`config.mk`:
```
export PLATFORM = sky130hd
export DESIGN_NAME = improv_frame_parser_unit_flat
export DESIGN_NICKNAME = d
export VERILOG_FILES = /design/src/ifp_pkg.sv /design/src/ifp_if.sv /design/src/ifp_ram.sv /design/src/ifp_parser.sv /design/src/improv_frame_parser_unit.sv /design/src/flat_wrapper.sv
export SDC_FILE = /design/constraint.sdc
export NUM_CORES = 2
export LEC_CHECK = 0
export ABC_AREA = 1
export ABC_CLOCK_PERIOD_IN_PS = 6160
export BUFFER_PORTS_ARGS = -buffer_cell sky130_fd_sc_hd__buf_2
export CORE_MARGIN = 2
export CORE_UTILIZATION = 60
export CTS_BUF_LIST = sky130_fd_sc_hd__clkbuf_16
export DETAILED_ROUTE_END_ITERATION = 10
export PLACE_DENSITY = 0.73
export SLEW_MARGIN = 40
export SYNTH_ARGS = -nofsm -noshare
export SYNTH_HDL_FRONTEND = slang
export SYNTH_SLANG_ARGS = --single-unit
```
`constraint.sdc`:
```
create_clock -name clock -period 6.16 [get_ports clock]
set_clock_uncertainty 0.2 [all_clocks]
set_input_delay 1.848 -clock clock [delete_from_list [all_inputs] [get_ports clock]]
set_output_delay 1.848 -clock clock [all_outputs]
set_load 0.01 [all_outputs]
```
`src/ifp_pkg.sv`:
```
// ----------------------------------------------------------------------------
// ifp_pkg: shared types and constants of the improv frame parser
// Header characters, frame positions, result codes and the payload store size.
// ----------------------------------------------------------------------------
package ifp_pkg;

   localparam int PAYLOAD_DEPTH = 256;
   localparam int PAYLOAD_AW    = (PAYLOAD_DEPTH > 1) ? $clog2(PAYLOAD_DEPTH) : 1;

   localparam int POS_W = 9;

   localparam logic [POS_W-1:0] HDR_LEN       = 9'd6;
   localparam logic [POS_W-1:0] POS_VERSION   = 9'd6;
   localparam logic [POS_W-1:0] POS_TYPE      = 9'd7;
   localparam logic [POS_W-1:0] BODY_START    = 9'd9;
   localparam logic [POS_W-1:0] PAYLOAD_LIMIT = POS_W'(PAYLOAD_DEPTH);

   localparam logic [7:0] GOOD_VERSION = 8'h01;
   localparam logic [7:0] HDR_FIRST    = "I";

   typedef enum logic {
      CMD_FEED = 1'b0,
      CMD_READ = 1'b1
   } cmd_type;

   typedef enum logic {
      KIND_REPORT = 1'b0,
      KIND_READ   = 1'b1
   } kind_type;

   typedef enum logic [1:0] {
      FRAME_OK      = 2'd0,
      FRAME_BAD_SUM = 2'd1,
      FRAME_BAD_VER = 2'd2
   } status_type;

   // one accepted input transaction
   typedef struct packed {
      logic       cmd;
      logic [7:0] in_byte;
      logic [7:0] read_index;
   } item_type;

   // what the parser makes of the item held in the input register
   typedef struct packed {
      logic       has_result;
      kind_type   kind;
      status_type status;
      logic [7:0] frame_type;
      logic [7:0] length;
      logic       in_range;
   } step_type;

   typedef struct packed {
      logic                  wr_en;
      logic [PAYLOAD_AW-1:0] wr_addr;
      logic [7:0]            wr_data;
      logic                  rd_en;
      logic [PAYLOAD_AW-1:0] rd_addr;
   } store_ctl_type;

   function automatic logic [7:0] hdr_char(input logic [2:0] pos);
      logic [7:0] c;
      case (pos)
         3'd0:    c = "I";
         3'd1:    c = "M";
         3'd2:    c = "P";
         3'd3:    c = "R";
         3'd4:    c = "O";
         3'd5:    c = "V";
         default: c = 8'h00;
      endcase
      return c;
   endfunction

endpackage

```
`src/ifp_if.sv`:
```
// ----------------------------------------------------------------------------
// ifp_if: request and response channels of the improv frame parser
// Valid/ready channels carrying the input item and the result item.
// ----------------------------------------------------------------------------
interface ifp_req_if;
   logic       valid;
   logic       ready;
   logic       cmd;
   logic [7:0] in_byte;
   logic [7:0] read_index;

   modport source (output valid, output cmd, output in_byte, output read_index,
                   input ready);
   modport sink   (input valid, input cmd, input in_byte, input read_index,
                   output ready);
endinterface

interface ifp_rsp_if;
   logic       valid;
   logic       ready;
   logic       result_kind;
   logic [1:0] frame_status;
   logic [7:0] frame_type;
   logic [7:0] payload_length;
   logic [7:0] read_data;
   logic       index_in_range;

   modport source (output valid, output result_kind, output frame_status,
                   output frame_type, output payload_length, output read_data,
                   output index_in_range, input ready);
   modport sink   (input valid, input result_kind, input frame_status,
                   input frame_type, input payload_length, input read_data,
                   input index_in_range, output ready);
endinterface

```
`src/ifp_ram.sv`:
```
// ----------------------------------------------------------------------------
// ifp_ram: generic simple dual port memory
// One write port, one read port with registered read data held when idle.
// ----------------------------------------------------------------------------
module ifp_ram #(
   parameter int WIDTH = 8,
   parameter int DEPTH = 256
) (
   input  logic                                         clock,
   input  logic                                         wr_en,
   input  logic [((DEPTH > 1) ? $clog2(DEPTH) : 1)-1:0] wr_addr,
   input  logic [WIDTH-1:0]                             wr_data,
   input  logic                                         rd_en,
   input  logic [((DEPTH > 1) ? $clog2(DEPTH) : 1)-1:0] rd_addr,
   output logic [WIDTH-1:0]                             rd_data
);

   logic [WIDTH-1:0] mem_ff [DEPTH];
   logic [WIDTH-1:0] rd_data_ff;

   always_ff @(posedge clock) begin
      if (wr_en) begin
         mem_ff[wr_addr] <= wr_data;
      end
      if (rd_en) begin
         rd_data_ff <= mem_ff[rd_addr];
      end
   end

   assign rd_data = rd_data_ff;

endmodule

```
`src/ifp_parser.sv`:
```
// ----------------------------------------------------------------------------
// ifp_parser: frame tracking state and per-item decode
// Rolling header match, running checksum, held header fields and the
// payload store controls for the item in the input register.
// ----------------------------------------------------------------------------
module ifp_parser
   import ifp_pkg::*;
(
   input  logic          clock,
   input  logic          reset,
   input  item_type      item,
   input  logic          advance,
   output step_type      step,
   output store_ctl_type store_ctl
);

   logic [POS_W-1:0] pos_ff, pos_in;
   logic [7:0]       sum_ff, sum_in;
   logic [7:0]       version_ff, version_in;
   logic [7:0]       type_ff, type_in;
   logic [7:0]       length_ff, length_in;
   logic [7:0]       last_len_ff, last_len_in;

   logic [POS_W-1:0] body_idx;
   logic [7:0]       sum_plus;
   logic [7:0]       b;

   always_comb begin
      b        = item.in_byte;
      body_idx = pos_ff - BODY_START;
      sum_plus = sum_ff + b;

      pos_in      = pos_ff;
      sum_in      = sum_ff;
      version_in  = version_ff;
      type_in     = type_ff;
      length_in   = length_ff;
      last_len_in = last_len_ff;

      step            = '0;
      step.kind       = KIND_REPORT;
      step.status     = FRAME_OK;
      store_ctl       = '0;
      store_ctl.wr_addr = body_idx[PAYLOAD_AW-1:0];
      store_ctl.wr_data = b;
      store_ctl.rd_addr = item.read_index[PAYLOAD_AW-1:0];

      if (item.cmd == CMD_READ) begin
         step.has_result = 1'b1;
         step.kind       = KIND_READ;
         step.in_range   = (item.read_index < last_len_ff)
                        && ({1'b0, item.read_index} < PAYLOAD_LIMIT);
         store_ctl.rd_en = 1'b1;
      end else if (pos_ff < HDR_LEN) begin
         // rolling header match
         if (b == hdr_char(pos_ff[2:0])) begin
            sum_in = sum_plus;
            pos_in = pos_ff + 1'b1;
         end else if (b == HDR_FIRST) begin
            sum_in = b;
            pos_in = POS_W'(1);
         end else begin
            sum_in = '0;
            pos_in = '0;
         end
      end else if (pos_ff < BODY_START) begin
         if (pos_ff == POS_VERSION) begin
            version_in = b;
         end else if (pos_ff == POS_TYPE) begin
            type_in = b;
         end else begin
            length_in = b;
         end
         sum_in = sum_plus;
         pos_in = pos_ff + 1'b1;
      end else if (body_idx < {1'b0, length_ff}) begin
         store_ctl.wr_en = (body_idx < PAYLOAD_LIMIT);
         sum_in = sum_plus;
         pos_in = pos_ff + 1'b1;
      end else begin
         // checksum byte closes the frame
         step.has_result = 1'b1;
         step.frame_type = type_ff;
         step.length     = length_ff;
         if (b != sum_ff) begin
            step.status = FRAME_BAD_SUM;
         end else if (version_ff != GOOD_VERSION) begin
            step.status = FRAME_BAD_VER;
         end else begin
            step.status = FRAME_OK;
         end
         last_len_in = length_ff;
         pos_in      = '0;
         sum_in      = '0;
      end
   end

   always_ff @(posedge clock) begin
      if (reset) begin
         pos_ff      <= '0;
         sum_ff      <= '0;
         version_ff  <= '0;
         type_ff     <= '0;
         length_ff   <= '0;
         last_len_ff <= '0;
      end else if (advance) begin
         pos_ff      <= pos_in;
         sum_ff      <= sum_in;
         version_ff  <= version_in;
         type_ff     <= type_in;
         length_ff   <= length_in;
         last_len_ff <= last_len_in;
      end
   end

endmodule

```
`src/improv_frame_parser_unit.sv`:
```
// ----------------------------------------------------------------------------
// improv_frame_parser_unit: improv serial frame parser
// The req channel carries one transaction per received serial byte (cmd 0)
// or a payload read (cmd 1); the rsp channel returns frame reports and
// read data. A fed byte in the middle of a frame gives no response.
// Each transaction passes an input register, the parser decode and a
// response register that drives the rsp channel. Throughput is one
// transaction per cycle while the receiver does not stall, since the
// parser finishes an item while it is held in the input register.
// The payload store is a 256-entry memory written by frame bytes and read
// by read transactions; its read data feeds the response register.
// Reset clears the frame position, checksum, held header fields and the
// last frame length; the payload memory is not cleared.
// When the receiver stalls, the response register holds its transaction;
// bytes that give no response keep flowing, and req ready drops only once
// the input register holds a transaction that has a response to hand over.
// ----------------------------------------------------------------------------
module improv_frame_parser_unit
   import ifp_pkg::*;
(
   input  logic  clock,
   input  logic  reset,
   ifp_req_if.sink   req_chan,
   ifp_rsp_if.source rsp_chan
);

   logic          s1_valid_ff, s1_valid_in;
   item_type      s1_item_ff, s1_item_in;
   logic          s2_valid_ff, s2_valid_in;
   step_type      s2_step_ff, s2_step_in;

   step_type      step;
   store_ctl_type store_ctl;
   logic [7:0]    rd_data;

   logic          req_fire;
   logic          s2_load_ok;
   logic          s1_done;

   ifp_parser u_parser (
      .clock     (clock),
      .reset     (reset),
      .item      (s1_item_ff),
      .advance   (s1_done),
      .step      (step),
      .store_ctl (store_ctl)
   );

   ifp_ram #(
      .WIDTH (8),
      .DEPTH (PAYLOAD_DEPTH)
   ) u_store (
      .clock   (clock),
      .wr_en   (s1_done && store_ctl.wr_en),
      .wr_addr (store_ctl.wr_addr),
      .wr_data (store_ctl.wr_data),
      .rd_en   (s1_done && store_ctl.rd_en),
      .rd_addr (store_ctl.rd_addr),
      .rd_data (rd_data)
   );

   always_comb begin
      s2_load_ok = !s2_valid_ff || rsp_chan.ready;
      s1_done    = s1_valid_ff && (!step.has_result || s2_load_ok);
      req_chan.ready = !s1_valid_ff || s1_done;
      req_fire   = req_chan.valid && req_chan.ready;

      s1_valid_in = s1_valid_ff;
      s1_item_in  = s1_item_ff;
      if (req_fire) begin
         s1_valid_in = 1'b1;
         s1_item_in  = '{cmd: req_chan.cmd, in_byte: req_chan.in_byte,
                         read_index: req_chan.read_index};
      end else if (s1_done) begin
         s1_valid_in = 1'b0;
      end

      s2_valid_in = s2_valid_ff;
      s2_step_in  = s2_step_ff;
      if (s1_done && step.has_result) begin
         s2_valid_in = 1'b1;
         s2_step_in  = step;
      end else if (rsp_chan.ready) begin
         s2_valid_in = 1'b0;
      end
   end

   always_ff @(posedge clock) begin
      if (reset) begin
         s1_valid_ff <= 1'b0;
         s2_valid_ff <= 1'b0;
      end else begin
         s1_valid_ff <= s1_valid_in;
         s2_valid_ff <= s2_valid_in;
      end
      s1_item_ff <= s1_item_in;
      s2_step_ff <= s2_step_in;
   end

   // memory read data is held until the next read transaction loads
   assign rsp_chan.valid          = s2_valid_ff;
   assign rsp_chan.result_kind    = s2_step_ff.kind;
   assign rsp_chan.frame_status   = s2_step_ff.status;
   assign rsp_chan.frame_type     = s2_step_ff.frame_type;
   assign rsp_chan.payload_length = s2_step_ff.length;
   assign rsp_chan.index_in_range = s2_step_ff.in_range;
   assign rsp_chan.read_data      = s2_step_ff.in_range ? rd_data : 8'h00;

endmodule
```
`src/flat_wrapper.sv`:
```
// flat-port wrapper written by rule: the top's interface ports become plain ports
module improv_frame_parser_unit_flat import ifp_pkg::*;
  (clock, reset, req_chan_valid, req_chan_cmd, req_chan_in_byte, req_chan_read_index, req_chan_ready, rsp_chan_valid, rsp_chan_result_kind, rsp_chan_frame_status, rsp_chan_frame_type, rsp_chan_payload_length, rsp_chan_read_data, rsp_chan_index_in_range, rsp_chan_ready);
  ifp_req_if req_chan_i ();
  ifp_rsp_if rsp_chan_i ();
  input  logic clock;
  input  logic reset;
  input wire logic [$bits(req_chan_i.valid)-1:0] req_chan_valid;
  input wire logic [$bits(req_chan_i.cmd)-1:0] req_chan_cmd;
  input wire logic [$bits(req_chan_i.in_byte)-1:0] req_chan_in_byte;
  input wire logic [$bits(req_chan_i.read_index)-1:0] req_chan_read_index;
  output wire logic [$bits(req_chan_i.ready)-1:0] req_chan_ready;
  output wire logic [$bits(rsp_chan_i.valid)-1:0] rsp_chan_valid;
  output wire logic [$bits(rsp_chan_i.result_kind)-1:0] rsp_chan_result_kind;
  output wire logic [$bits(rsp_chan_i.frame_status)-1:0] rsp_chan_frame_status;
  output wire logic [$bits(rsp_chan_i.frame_type)-1:0] rsp_chan_frame_type;
  output wire logic [$bits(rsp_chan_i.payload_length)-1:0] rsp_chan_payload_length;
  output wire logic [$bits(rsp_chan_i.read_data)-1:0] rsp_chan_read_data;
  output wire logic [$bits(rsp_chan_i.index_in_range)-1:0] rsp_chan_index_in_range;
  input wire logic [$bits(rsp_chan_i.ready)-1:0] rsp_chan_ready;
  assign req_chan_i.valid = req_chan_valid;
  assign req_chan_i.cmd = req_chan_cmd;
  assign req_chan_i.in_byte = req_chan_in_byte;
  assign req_chan_i.read_index = req_chan_read_index;
  assign req_chan_ready = req_chan_i.ready;
  assign rsp_chan_valid = rsp_chan_i.valid;
  assign rsp_chan_result_kind = rsp_chan_i.result_kind;
  assign rsp_chan_frame_status = rsp_chan_i.frame_status;
  assign rsp_chan_frame_type = rsp_chan_i.frame_type;
  assign rsp_chan_payload_length = rsp_chan_i.payload_length;
  assign rsp_chan_read_data = rsp_chan_i.read_data;
  assign rsp_chan_index_in_range = rsp_chan_i.index_in_range;
  assign rsp_chan_i.ready = rsp_chan_ready;
  improv_frame_parser_unit u_core (.clock(clock), .reset(reset), .req_chan(req_chan_i), .rsp_chan(rsp_chan_i));
endmodule
```
# After elaboration in Yosys (flattened, before gate mapping)
# Memories as Yosys holds them, arrays and structs flattened. A register that Yosys moved wholly into a read port is not among the register bits.
# Cells that the tools add are included.
# word_totals
elab_cells	95
n_memories	1
latchBits	0
ramBits	2048
regBits	88
rom_bits	0
input_bits	21
# op_classes
reduce_logical	21
multipliers	0
addsub	3
n_div	0
magnitude_cmp	5
shifts	0
bitwise	6
eq_ne	11
muxes	31
# memory_table
memory	words	width	rd	rd_ports_with_merged_regs	write_ports	line_no	rtl
u_core.u_store.mem_ff	256	8	1	1	1	ifp_ram.sv:18	logic [WIDTH-1:0] mem_ff [DEPTH];
# op_table
cell	n
2-to-1 mux 8 bit	8
one-hot mux 7 bit (6 select lines)	1
2-to-1 mux 9 bit	4
equality test 9 x 3 -> 1 bit, second input constant	2
2-to-1 mux 1 bit	17
AND reduction 6 bit	2
AND reduction 5 bit	2
adder 9 x 1 -> 9 bit, second input constant	1
< comparator 9 x 3 -> 1 bit, second input constant	1
< comparator 9 x 4 -> 1 bit, second input constant	1
< comparator 9 x 8 -> 1 bit	1
< comparator 9 bit, second input constant	1
subtractor 9 x 4 -> 9 bit, second input constant	1
adder 8 bit	1
equality test 8 x 7 -> 1 bit, second input constant	1
equality test 8 bit	1
< comparator 8 bit	1
inequality test 8 x 1 -> 1 bit, second input constant	1
inequality test 8 bit	1
equality test 3 x 2 -> 1 bit, second input constant	2
equality test 3 bit, second input constant	2
NOT 1 bit	6
logical AND 1 bit	5
OR reduction 5 bit	1
8 further kinds	13

# Longest topological paths before layout
# logic_depth
word_depth	12
mapped_depth	23
mapped_depth_nobuf	22

# By module
# A second synthesis with hierarchy kept.
# hier_totals
cells_unflattened	7586
hier_area_um2	88356.0
# by_module_without_submodules
mod	cells_per_inst	instances	area_each_um2
ifp_ram	7003	1	83476.3
ifp_parser	507	1	3565.9
improv_frame_parser_unit	76	1	1313.8

# Worst setup path after synthesis
# No wires, ideal clock.
# synth_path
kind	register -> register
start	register u_core.s1_item_ff[9] (netlist name)
end	register u_core.u_parser.sum_ff[6]
arrival_ps	5331
synth_period_minus_slack_ps	5663
setup_time_ps	132
stages_incl_launch_ff	10
slack_ps	497
t_required_ps	5828
n_path_buf	0
cell_sequence	edfxtp_1 inv_1 fa_1 o21ai_0 a21oi_1 o21bai_1 xor2_1 o21ai_0 nand2_1 a21oi_1
# synth_via
elab_chain_cells	4
word_cells_on_any_way	8
cone_classes	add/sub (1); eq/ne (2); mux (5)
# synth_rtl
element	line_no	rtl
start: declaration	improv_frame_parser_unit.sv:28	item_type s1_item_ff, s1_item_in;
start signal: assignment	improv_frame_parser_unit.sv:96	s1_item_ff <= s1_item_in;
adder 8 bit / equality test 8 x 7 -> 1 bit (equally long branches)	ifp_parser.sv:31, ifp_parser.sv:59	
2-to-1 mux 8 bit, on equally long branches	ifp_parser.sv:76, ifp_parser.sv:59	
2-to-1 mux 8 bit, on equally long branches	ifp_parser.sv:66, ifp_parser.sv:56	
2-to-1 mux 8 bit *	ifp_parser.sv:54	end else if (pos_ff < HDR_LEN) begin
end signal: assignment	ifp_parser.sv:108	sum_ff <= sum_in;
end: declaration	ifp_parser.sv:18	logic [7:0] sum_ff, sum_in;
# Mark *: on every way between the ends. The rest lies on a longest branch, timed or not.
# A chain may end at the register's enable or synchronous reset.

# Worst setup path after layout
# layout_path
start	register u_core.u_parser.pos_ff[0]
end	output req_chan_ready
# layout_via
elab_chain_cells	10
word_cells_on_any_way	12
cone_classes	add/sub (1); order compare (3); mux (4); reduce/logical (4)
# layout_rtl
element	line_no	rtl
start: declaration	ifp_parser.sv:17	logic [POS_W-1:0] pos_ff, pos_in;
start signal: assignment	ifp_parser.sv:107	pos_ff <= pos_in;
subtractor 9 x 4 -> 9 bit	ifp_parser.sv:30	body_idx = pos_ff - BODY_START;
< comparator 9 x 8 -> 1 bit	ifp_parser.sv:76	end else if (body_idx < {1'b0, length_ff}) begin
2-to-1 mux 1 bit	ifp_parser.sv:76	
2-to-1 mux 1 bit	ifp_parser.sv:66	end else if (pos_ff < BODY_START) begin
2-to-1 mux 1 bit *	ifp_parser.sv:54	
2-to-1 mux 1 bit *	ifp_parser.sv:48	if (item.cmd == CMD_READ) begin
logical NOT 1 bit *	improv_frame_parser_unit.sv:64	s1_done = s1_valid_ff && (!step.has_result || s2_load_ok);
logical OR 1 bit *	improv_frame_parser_unit.sv:64	
logical AND 1 bit *	improv_frame_parser_unit.sv:64	
logical OR 1 bit *	improv_frame_parser_unit.sv:65	req_chan.ready = !s1_valid_ff || s1_done;
end: declaration	flat_wrapper.sv:12	output wire logic [$bits(req_chan_i.ready)-1:0] req_chan_ready;
# Marked as above.

==> results by group <==
Final layout
  • Layout cell share with drive strength beyond 1: 0.0722
  • Register area: 63900 µm²
  • Reg with most FFs: u_core.u_store.mem_ff
  • Max FFs per register: 2048
  • Most common cell after layout, fill and taps aside: edfxtp_1
  • Regs by FF count: u_core.u_store.mem_ff (2048), u_core.s1_item_ff (17), u_core.u_parser.pos_ff (9)
  • Area Growth Syn to Fin: 9.87%
  • NumNets Final: 6977
  • Final design utilization: 0.663
  • Filler cell count in the final layout: 10200
  • Multi-input logic area: 20200 µm²
  • Most frequent cells in the layout: 2093 x edfxtp_1, 1361 x nor2_1, 1038 x o21ai_0

Power and ir drop
  • P per Cell Area: 318 nW/µm²
  • Clock share of power: 0.401
  • Int Pwr: 23.3 mW
  • Share of total power in combinational logic: 0.067
  • Switching Share: 0.227
  • P_sw: 6.86 mW
  • P_leak: 31.1 nW
  • Peak supply drop: 0.364 mV
  • Sequential power share: 0.532

Global routing
  • Initial antenna violation count: 7
  • Overflow after GRT: 0
  • First-pass GRT wire length: 341 mm
  • Gr usage total: 0.312
  • Vias in the first global route: 55200
  • Largest net degree at the start of global routing: 224

Placed design
  • Post-DP HPWL: 130 mm
  • Placer Congestion: 0.931
  • Port buffer count: 50
  • Pre-CTS setup slack: 0.893 ns

Floorplanning
  • Ports: 51
  • Die Height: 384 µm
  • Initial core utilization: 0.603
  • Die W: 384 µm
  • Die ar.: 147000 µm²
  • FP Rows: 139
  • Core footprint: 143000 µm²

Clock tree
  • Reg clk slew, reported paths: 0.07 ns
  • Post-CTS Hold Buffers: 0
  • CTS Buf Count: 198
  • # clock sinks: 2144
  • Clk_lat worst skew: 0.85 ns
  • Bufs on Longest Clock Path: 3
  • CTS H-tree depth: 4
  • Root Buffer: clkbuf_16
  • CTS tree: yes

Route
  • Vias/cell: 6.45
  • DR vias: 58000
  • Iteration-0 DRC Markers: 9028
  • TritonRoute pass-1 iters: 8
  • DR WL/cell: 25.8 µm
  • # DRC: 0
  • Final ANT Viol Nets: 0
  • Final wirelength: 232 mm

Synth
  • Ys Warns: 0
  • Synthesized area per cell: 12.2 µm²
  • Net count after synthesis: 7113
  • Sequential share of the synthesized area: 0.739
  • Post-synthesis cell count: 7061
  • Cell Area, Synth: 86400 µm²
  • Yosys cell types: 36
  • Yosys reg bits: 2144

Job
  • MaxCap Viol Count: 0

Worst setup path
  • WP data arrival: 3.78 ns
  • Critical-path maximum fanout: 8
  • Crit path buf inv count: 2
  • CP Cell Sequence: inv_1 -> ha_2 -> nand2_1 -> nand2_2 -> xor2_1 -> ha_1 -> a21oi_1 -> nand2_1 -> nand2_1 -> nand2_1 -> nand2_1 -> nand2_2 -> nand2_4 -> nand2_4 -> nand3_1 -> buf_2
  • Worst EP required: 4.11 ns
  • Worst path slowest cell: xor2_1
  • Crit start category: flip-flop
  • Crit-path leading delay family: simple AND/OR/NAND/NOR gates
  • CP endpoint kind: primary output
  • Crit-path most repeated cell: nand2_1
  • WS Path Type: reg2out
  • Crit path largest cell delay: 0.42 ns

Timing
  • Fin crit share: 0.946
  • Slew Viols, Final: 0
  • Rel. slew slack: 0.294
  • Fmax: 0.172 GHz
  • Worst setup margin: 0.330 ns
  • Sum Neg Setup Slack: 0 ns
  • # setup viols final: 0
  • Least-Margin Pin Slew: 1.06 ns
  • Unrepaired setup endpoints after global routing: false
  • Final Hold Viols: 0
  • Min Tclk post-route: 5.83 ns

Status
  • Status: finished clean

Min path
  • Min-delay worst type: reg2reg
## final cells by class
| class | count | area share |
|---|---|---|
| flip-flops and latches | 2144 | 0.673 |
| multi-input cells | 4306 | 0.213 |
| clock buffers | 202 | 0.0532 |
| well taps | 1903 | 0.0251 |
| repair buffers | 160 | 0.0172 |
| clock inverters | 164 | 0.0141 |
| inverters | 115 | 0.00492 |
| diodes | 5 | 0.000132 |
## layer usage
layer	vias up	wire length, µm	global-route usage
met2	4180	105000	0.471
met3	580	29200	0.0762
met4	6	10400	0.141
li1	25400	-	-
met5	-	38	0
met1	27900	88100	0.435
## tightest hold or removal path: stages, from the launching register on
cell,delay [ns]
dfxtp_1,0.30
nand2_1,0.06
a21oi_1,0.06
## logic make-up (layout without fill, tap and decap cells)
| group | count (synthesis) | after routing | share of synthesized area |
|---|---|---|---|
| fa+ha+maj | 31 | 31 | 0.00458 |
| compound gates | 1587 | 1587 | 0.0994 |
| xor+xnor | 16 | 16 | 0.00162 |
| flops | 2144 | 2144 | 0.739 |
| simple gates | 2672 | 2672 | 0.127 |
| buf+inv | 611 | 641 | 0.0282 |
| other cells | 0 | 5 | 0 |
## cell usage after synthesis (all sizes together)
master / instances / area (µm²)
a21boi: 2 / 15.0
a21oi: 36 / 180
a31oi: 2 / 12.5
buf: 83 / 453
clkbuf: 413 / 1550
clkinv: 2 / 7.51
dfxtp: 51 / 1020
edfxtp: 2093 / 62900
fa: 1 / 20.0
ha: 30 / 375
inv: 113 / 424
nand2: 726 / 2760
nand3: 538 / 2820
nand4: 11 / 68.8
nor2: 1385 / 5260
nor3: 6 / 30.0
nor4: 5 / 37.5
o211ai: 2 / 15.0
o21ai: 1039 / 5200
o21bai: 2 / 15.0
o22ai: 504 / 3150
or2: 1 / 6.26
xnor2: 1 / 8.76
xor2: 15 / 131
## power groups by stage
stage,combinational (mW),sequential [mW],clock [mW]
after floorplan,1.05,16.5,0
after global placement,1.91,16.4,0
after detailed placement,1.93,16.4,0
after CTS,1.94,16.0,12.1
after global routing,2.15,16.0,12.7
final,2.02,16.0,12.1
## what timing repair did
item                       in CTS  in global routing
gates resized for setup         0                  1
buffers inserted                0                  0
setup endpoints to repair       0                  1
## through the flow
stage	power, mW	cell area, µm²	hold WS (ns)	cells
3_3_place_gp	18.3	88200	0.257	8614
4_1_cts	30.1	94700	0.268	8986
2_1_floorplan	17.6	86400	0.242	7061
5_1_grt	30.9	94900	0.287	8994
3_5_place_dp	18.3	88300	0.260	8620
6_report	30.1	94900	0.270	8999
## path summary, 6_finish.rpt
path	start	end	slack [ns]	cells after the start
worst max register to register	u_core.u_parser.pos_ff[0]$_SDFFE_PP0P_	u_core.u_store.mem_ff[170][2]$_DFFE_PP_	0.86	19
worst min-delay path	u_core.u_parser.last_len_ff[0]$_SDFFE_PP0P_	u_core.u_parser.last_len_ff[0]$_SDFFE_PP0P_	0.27	2
worst max-delay path	u_core.u_parser.pos_ff[0]$_SDFFE_PP0P_	req_chan_ready	0.33	16
worst min register to register	u_core.u_parser.last_len_ff[0]$_SDFFE_PP0P_	u_core.u_parser.last_len_ff[0]$_SDFFE_PP0P_	0.27	2
Note: power is estimated with default switching activity, not from simulation.
